[config.mk]
export PLATFORM = sky130hd
export DESIGN_NAME = gjs_mul
export DESIGN_NICKNAME = d
export VERILOG_FILES = /design/src/hw/rtl/assert_macros.svh /design/src/hw/rtl/gjs_pkg.sv /design/src/hw/rtl/gjs_mul.sv
export SDC_FILE = /design/constraint.sdc
export NUM_CORES = 2
export LEC_CHECK = 0
export BUFFER_PORTS_ARGS = -buffer_cell sky130_fd_sc_hd__buf_4
export CORE_AREA = 8 8 395 397
export CTS_CLUSTER_DIAMETER = 50
export DETAILED_ROUTE_END_ITERATION = 10
export DIE_AREA = 0 0 403 405
export GPL_TIMING_DRIVEN = 0
export SLEW_MARGIN = 20
export SYNTH_ARGS = -nofsm -noshare
export SYNTH_HDL_FRONTEND = slang
export SYNTH_SLANG_ARGS = --single-unit
[constraint.sdc]
create_clock -name clk -period 12.5 [get_ports clk]
set_clock_uncertainty 0.15 [all_clocks]
set_input_delay 0.625 -clock clk [delete_from_list [all_inputs] [get_ports clk]]
set_output_delay 0.625 -clock clk [all_outputs]
set_load 0.01 [all_outputs]
[src/hw/rtl/assert_macros.svh]
// Concurrent assertion helpers, clocked on the given clock and
// disabled while the given active-low reset is asserted.
`ifndef ASSERT_MACROS_SVH
`define ASSERT_MACROS_SVH

`ifndef ASSERT_OFF
`define ASSERT_ALWAYS(lbl, ck, rn, expr) \
	lbl: assert property (@(posedge ck) disable iff (!rn) (expr)) \
		else $error("assertion failed");
`define ASSERT_IMPLIES(lbl, ck, rn, ante, cons) \
	lbl: assert property (@(posedge ck) disable iff (!rn) (ante) |-> (cons)) \
		else $error("assertion failed");
`define ASSERT_NEXT(lbl, ck, rn, ante, cons) \
	lbl: assert property (@(posedge ck) disable iff (!rn) (ante) |=> (cons)) \
		else $error("assertion failed");
`else
`define ASSERT_ALWAYS(lbl, ck, rn, expr)
`define ASSERT_IMPLIES(lbl, ck, rn, ante, cons)
`define ASSERT_NEXT(lbl, ck, rn, ante, cons)
`endif

`endif

[src/hw/rtl/gjs_pkg.sv]
`default_nettype none
package gjs_pkg;

	typedef enum logic [1:0] {
		MODE_LEFT  = 2'd0,
		MODE_RIGHT = 2'd1,
		MODE_DRAIN = 2'd2,
		MODE_CLEAR = 2'd3
	} mode_t;

	typedef enum logic [1:0] {
		STAT_ACCEPT = 2'd0,
		STAT_FULL   = 2'd1,
		STAT_GROUP  = 2'd2,
		STAT_NONE   = 2'd3
	} status_t;

	typedef enum logic [2:0] {
		ST_IDLE,
		ST_SCAN,
		ST_MUL_GO,
		ST_MUL,
		ST_RESP
	} gjs_state_t;

	typedef enum logic [1:0] {
		MP_IDLE,
		MP_LO,
		MP_HI
	} mul_phase_t;

	localparam logic [30:0] COUNT_MAX = 31'h7FFF_FFFF;

	typedef struct packed {
		mode_t              mode;
		logic signed [31:0] row_key;
		logic signed [31:0] row_value;
	} in_item_t;

	typedef struct packed {
		status_t            status;
		logic signed [31:0] group_key;
		logic signed [63:0] group_total;
		logic               last;
	} out_item_t;

	typedef struct packed {
		logic [31:0] key;
		logic [63:0] sum;
		logic [30:0] count;
		logic        has_left;
	} entry_t;

endpackage
`default_nettype wire

[src/hw/rtl/gjs_mul.sv]
`default_nettype none
module gjs_mul (
	input  wire logic        clk,
	input  wire logic        arst_n,
	input  wire logic        start,
	input  wire logic [63:0] sum,
	input  wire logic [30:0] count,
	output logic             done,
	output logic [63:0]      product
);

	gjs_pkg::mul_phase_t ph_q;
	logic [63:0] a_q;
	logic [30:0] b_q;
	logic [62:0] lo_q;
	logic [31:0] hi_q;
	logic [31:0] op;
	logic [62:0] prod;
	logic        done_q;

	assign op = (ph_q == gjs_pkg::MP_LO) ? a_q[31:0] : a_q[63:32];
	assign prod = {31'd0, op} * {32'd0, b_q};

	always_ff @(posedge clk or negedge arst_n) begin
		if (!arst_n) begin
			ph_q <= gjs_pkg::MP_IDLE;
			done_q <= 1'b0;
		end else begin
			done_q <= 1'b0;
			case (ph_q)
				gjs_pkg::MP_IDLE: begin
					if (start) begin
						ph_q <= gjs_pkg::MP_LO;
					end
				end
				gjs_pkg::MP_LO: ph_q <= gjs_pkg::MP_HI;
				gjs_pkg::MP_HI: begin
					ph_q <= gjs_pkg::MP_IDLE;
					done_q <= 1'b1;
				end
				default: ph_q <= gjs_pkg::MP_IDLE;
			endcase
		end
	end

	always_ff @(posedge clk) begin
		if (start && ph_q == gjs_pkg::MP_IDLE) begin
			a_q <= sum;
			b_q <= count;
		end
		if (ph_q == gjs_pkg::MP_LO) begin
			lo_q <= prod;
		end
		if (ph_q == gjs_pkg::MP_HI) begin
			hi_q <= prod[31:0];
		end
	end

	assign done = done_q;
	assign product = {1'b0, lo_q} + {hi_q, 32'd0};

endmodule
`default_nettype wire
**Yosys cells after proc, flatten, opt, wreduce, memory -nomap -nowiden**

Index checks and enable logic that the tools add are counted.
Widths: inputs -> output; s select.

- Flip-flop bits (word level): 193
- Output and inout bits: 65

- Add/sub/neg operators: 1
- Multiply operators: 1
- Eq/ne operators: 3
- Mux-type cells: 4
- Reduce and logical (&&, ||, !) cells: 2

Operators by type and width:

| cell | count |
|---|---|
| $add 63x64->64 | 1 |
| $mul 32x31->63 | 1 |
| $mux 32 | 1 |
| $pmux 2 s2 | 1 |
| $eq 2x1->1 const B | 1 |
| $eq 2x2->1 const B | 1 |
| $logic_not 2->1 | 1 |
| $mux 2 | 1 |
| $ne 2x2->1 const B | 1 |
| $logic_and 1x1->1 | 1 |
| $mux 1 | 1 |

**Longest topological paths before layout**

- Word-level depth: 3
- Mapped depth: 33
- Mapped depth without buffers: 29

**Least setup slack after synthesis**

No wires, ideal clock.

- Path type: register to register
- From: register ph_q[1]
- To: register lo_q[61] (data pin)
- Library setup time: 274 ps
- Arrival: 9788 ps
- Required time: 12076 ps
- Setup slack: 2288 ps
- Stages on the path, launching flop included: 33
- Buffers on the path: 4
- Path through: dfrtp_1 nor2b_1 clkbuf_1 clkbuf_1 mux2_2 clkbuf_1 nand2_1 fa_1 inv_1 fa_1 inv_1 fa_1 inv_1 fa_1 inv_1 fa_1 inv_1 fa_1 fa_1 inv_1 fa_1 inv_1 ha_1 clkbuf_1 a21oi_1 o21bai_1 a21o_1 a2111o_1 a311oi_1 nor2_1 a211oi_2 o41ai_1 xor2_1

- Word-level cells in the longest chain between the ends: 3

Ends and longest elaborated chain:

| what | line | RTL |
|---|---|---|
| start: declaration | gjs_mul.sv:12 | `gjs_pkg::mul_phase_t ph_q;` |
| start signal: assignment | gjs_mul.sv:26 | `ph_q <= gjs_pkg::MP_IDLE;` |
| start signal: assignment | gjs_mul.sv:33 | `ph_q <= gjs_pkg::MP_LO;` |
| start signal: assignment | gjs_mul.sv:36 | `gjs_pkg::MP_LO: ph_q <= gjs_pkg::MP_HI;` |
| $eq 2x1->1 | gjs_mul.sv:21 | `assign op = (ph_q == gjs_pkg::MP_LO) ? a_q[31:0] : a_q[63:32];` |
| $mux 32 | gjs_mul.sv:21 |  |
| $mul 32x31->63 | gjs_mul.sv:22 | `assign prod = {31'd0, op} * {32'd0, b_q};` |
| via prod[61] | gjs_mul.sv:18 | `logic [62:0] prod;` |
| end signal: assignment | gjs_mul.sv:52 | `lo_q <= prod;` |
| end: declaration | gjs_mul.sv:15 | `logic [62:0] lo_q;` |

The timed path passes the listed nets, and every way through them passes these cells.
A chain may end at the register's enable or synchronous reset.

**Worst setup path after layout**

- From: register ph_q[0]
- To: register lo_q[61] (data pin)

The elaborated chain is that of the path after synthesis.

==> results_dict.tcl <==
set metrics [dict create \
    setup_tns_ns 0 \
    async_flop_share_pct 1.55 \
    slowest_stage "clkbuf_1" \
    slowest_delay_ns 0.69 \
    synth.largest_area_cell "fa_1" \
    grt_pass1_vias 31900 \
    ys.flop_type "edfxtp_1" \
    post_cts_resize_count 0 \
    grt_use_total_pct 18.2 \
    yosysUniqueCellTypes 65 \
    synth_edf_count 190 \
    drv_slew 0 \
    postCtsHoldBufs 1 \
    cts.htree.levels 4 \
    cts_buffer_depth 2 \
    min_path_type "input port to flop" \
    min_to "b_q[26]$_DFFE_PP_" \
    dr_total_vias 30000 \
    grt_pass1_wl_um 214000 \
    worst_ep_required_time_ns 12.66 \
    grt_start_max_net_pins 49 \
    r2r_cells 27 \
    die_h_um 405 \
    yosysSeqAreaShare_pct 14.4 \
    crit_buf_inv 6 \
    avgSynthCellArea_um2 9.85 \
    cts_tree "done" \
    first_pass_iters 5 \
    cts_made_buffers 17 \
    wl_per_cell_um 24.0 \
    wirelength_um 150000 \
    hold_viol 0 \
    via_per_inst 4.81 \
    synth_top_family_by_area "adder cells" \
    nets 5517 \
    synth-xor-area-share_pct 1.88 \
    crit_path_frequent_cell "fa_1" \
    yosysWarnings 0 \
    io_pins 163 \
    slew_headroom_pct 13.5 \
    status "complete, no violations" \
    areaGrowthSynthToFinish_pct 11.0 \
    cts-root-buf "clkbuf_16" \
    finalCriticalPeriod_ns 11.57 \
    startpoint_type "flop" \
    crit_cells 27 \
    hold_depth 1 \
    setup_viol 0 \
    clock_latency_ns 0.52 \
    muxShareOfSynthArea_pct 0.949 \
    arrival_ns 11.73 \
    layout-drive-gt1-share_pct 6.73 \
    dieArea_um2 163000 \
    reg2reg_slack_ns 0.93 \
    drt-initial-drc-count 2834 \
    rsz0062_at_grt "no" \
    synth_top_area_share_pct 43.3 \
    drc 0 \
    synthAdderAreaFrac_pct 52.3 \
    crit_path_end_kind "flop" \
    die_w_um 403 \
    start_util_pct 26.9 \
    port_buffers 162 \
    antenna_found_initial 19 \
    fmax_mhz 86.4 \
    rows 142 \
    regToRegEndpoint "lo_q[61]$_DFFE_PP_" \
    min-delay-start "count[26]" \
    synth_compound_area_share_pct 4.75 \
    overflow 0 \
    core_area_um2 149000 \
    drv_cap 0 \
    crit_type "flop to flop" \
    post_cts_buffers 0 \
    synthesis.area_um2 40100 \
    syn_nets 5321 \
    synth.top_cells.by_area "fa_1 (43%), edfxtp_1 (14%), ha_1 (9.0%)" \
    dpl.hpwl_um 125000 \
    cp_max_fo 12 \
    clk_pin_slew_ns 0.08 \
    worstMarginPinSlew_ns 1.30 \
    ant_nets 0 \
    post-route-period-util_pct 92.6 \
    clock-sinks 193 \
    rr_startpoint "ph_q[0]$_DFFE_PN0P_" \
    crit_family "adder cells" \
    syn_inst 4069 \
    gp_congestion 1.02 \
    synth-simple-area-share_pct 15.2 \
    synth-seq-cells 193 \
]
-- stage by stage --
step	instances	worst slack (ns)	util (%)	cell area (um2)	hold WS [ns]
5_1_grt	6227	0.434	29.8	44500	0.0866
3_3_place_gp	6175	-2.42	29.3	43700	0.266
6_report	6235	0.926	29.8	44500	0.126
2_1_floorplan	4069	2.29	-	40100	0.179
3_5_place_dp	6188	0.788	29.4	43900	0.268
4_1_cts	6221	0.731	29.8	44400	0.0662
-- final cells by class --
class / instances / area (um2)
fill: 15700 / 105000
multi-input combinational: 2784 / 30100
sequential: 193 / 5780
inverter: 843 / 3160
tap: 1944 / 2430
timing repair buffer: 177 / 1380
buffer: 249 / 1060
clock buffer: 19 / 433
clock inverter: 13 / 120
antenna: 13 / 32.5
-- registers in the layout (all words and copies together), names as in the netlist --
name	cells
ph_q	2
b_q	31
lo_q	63
a_q	64
hi_q	32
done	1
-- cell families (layout without fill, tap and decap cells) --
logic type	Yosys count	after routing
buf+inv	1092	1301
flops	193	193
compound gates	293	293
mux	34	34
fa+ha+maj	1154	1154
other cells	0	13
xor+xnor	86	86
simple gates	1217	1217
-- cell usage after synthesis, types with 3 or more instances --
library cell  count
buf_4            32
o211ai_1          4
nand3_1          17
a211oi_1         10
nor2_1           46
nor2b_1          15
nor4_1            3
nand4_1          17
clkbuf_1        217
and3_1            8
a31oi_1          13
a21o_1           45
o21a_1           15
xor2_1           31
nand2_1         558
o21ai_1           8
nand2b_1          8
or3_1             3
edfxtp_1        190
a21oi_1         105
fa_1            867
o21bai_1         20
xnor2_1          55
o21ai_0          36
inv_1           843
o31a_1            3
and2_1          517
nor3_1           12
dfrtp_1           3
o31ai_1           6
mux2_2           32
ha_1            287
-- layout by cell type (no fill, tap or decap), drive strengths merged, types with 4 or more instances in the layout --
cell,n
buf,208
nor4,4
ha,287
o211ai,4
clkinv,7
o21a,15
a31oi,13
and3,8
a21o,45
nand3,17
a21oi,105
nor2b,15
fa,867
o31ai,7
o41ai,4
o21ai,44
diode,13
o21bai,20
nand2b,8
edfxtp,190
clkbuf,236
mux2,32
inv,848
nor2,46
and2,517
a211oi,11
xnor2,55
nor3,12
nand4,17
nand2,558
xor2,31
-- worst max-delay path by stage --
stage / to / slack, ns / from
after floorplan: lo_q[61]$_DFFE_PP_ / 2.29 / ph_q[1]$_DFFE_PN0P_
after global placement: lo_q[61]$_DFFE_PP_ / -2.42 / ph_q[0]$_DFFE_PN0P_
after detailed placement: lo_q[61]$_DFFE_PP_ / 0.79 / ph_q[0]$_DFFE_PN0P_
after CTS: lo_q[61]$_DFFE_PP_ / 0.73 / ph_q[0]$_DFFE_PN0P_
after global routing: lo_q[61]$_DFFE_PP_ / 0.43 / ph_q[0]$_DFFE_PN0P_
final: lo_q[61]$_DFFE_PP_ / 0.93 / ph_q[0]$_DFFE_PN0P_
-- routing by layer --
| layer | share of wire, % | vias up | global-route usage (%) |
|---|---|---|---|
| met5 | 0.069 | - | 0 |
| met4 | 8.6 | 10 | 13.4 |
| met3 | 9.2 | 493 | 4.55 |
| met2 | 46 | 1554 | 29.1 |
| met1 | 36 | 15300 | 21.2 |
| li1 | - | 12600 | - |
Power is not shown: default switching activity piles up to over one toggle a cycle in this logic, so the estimate is an artifact.
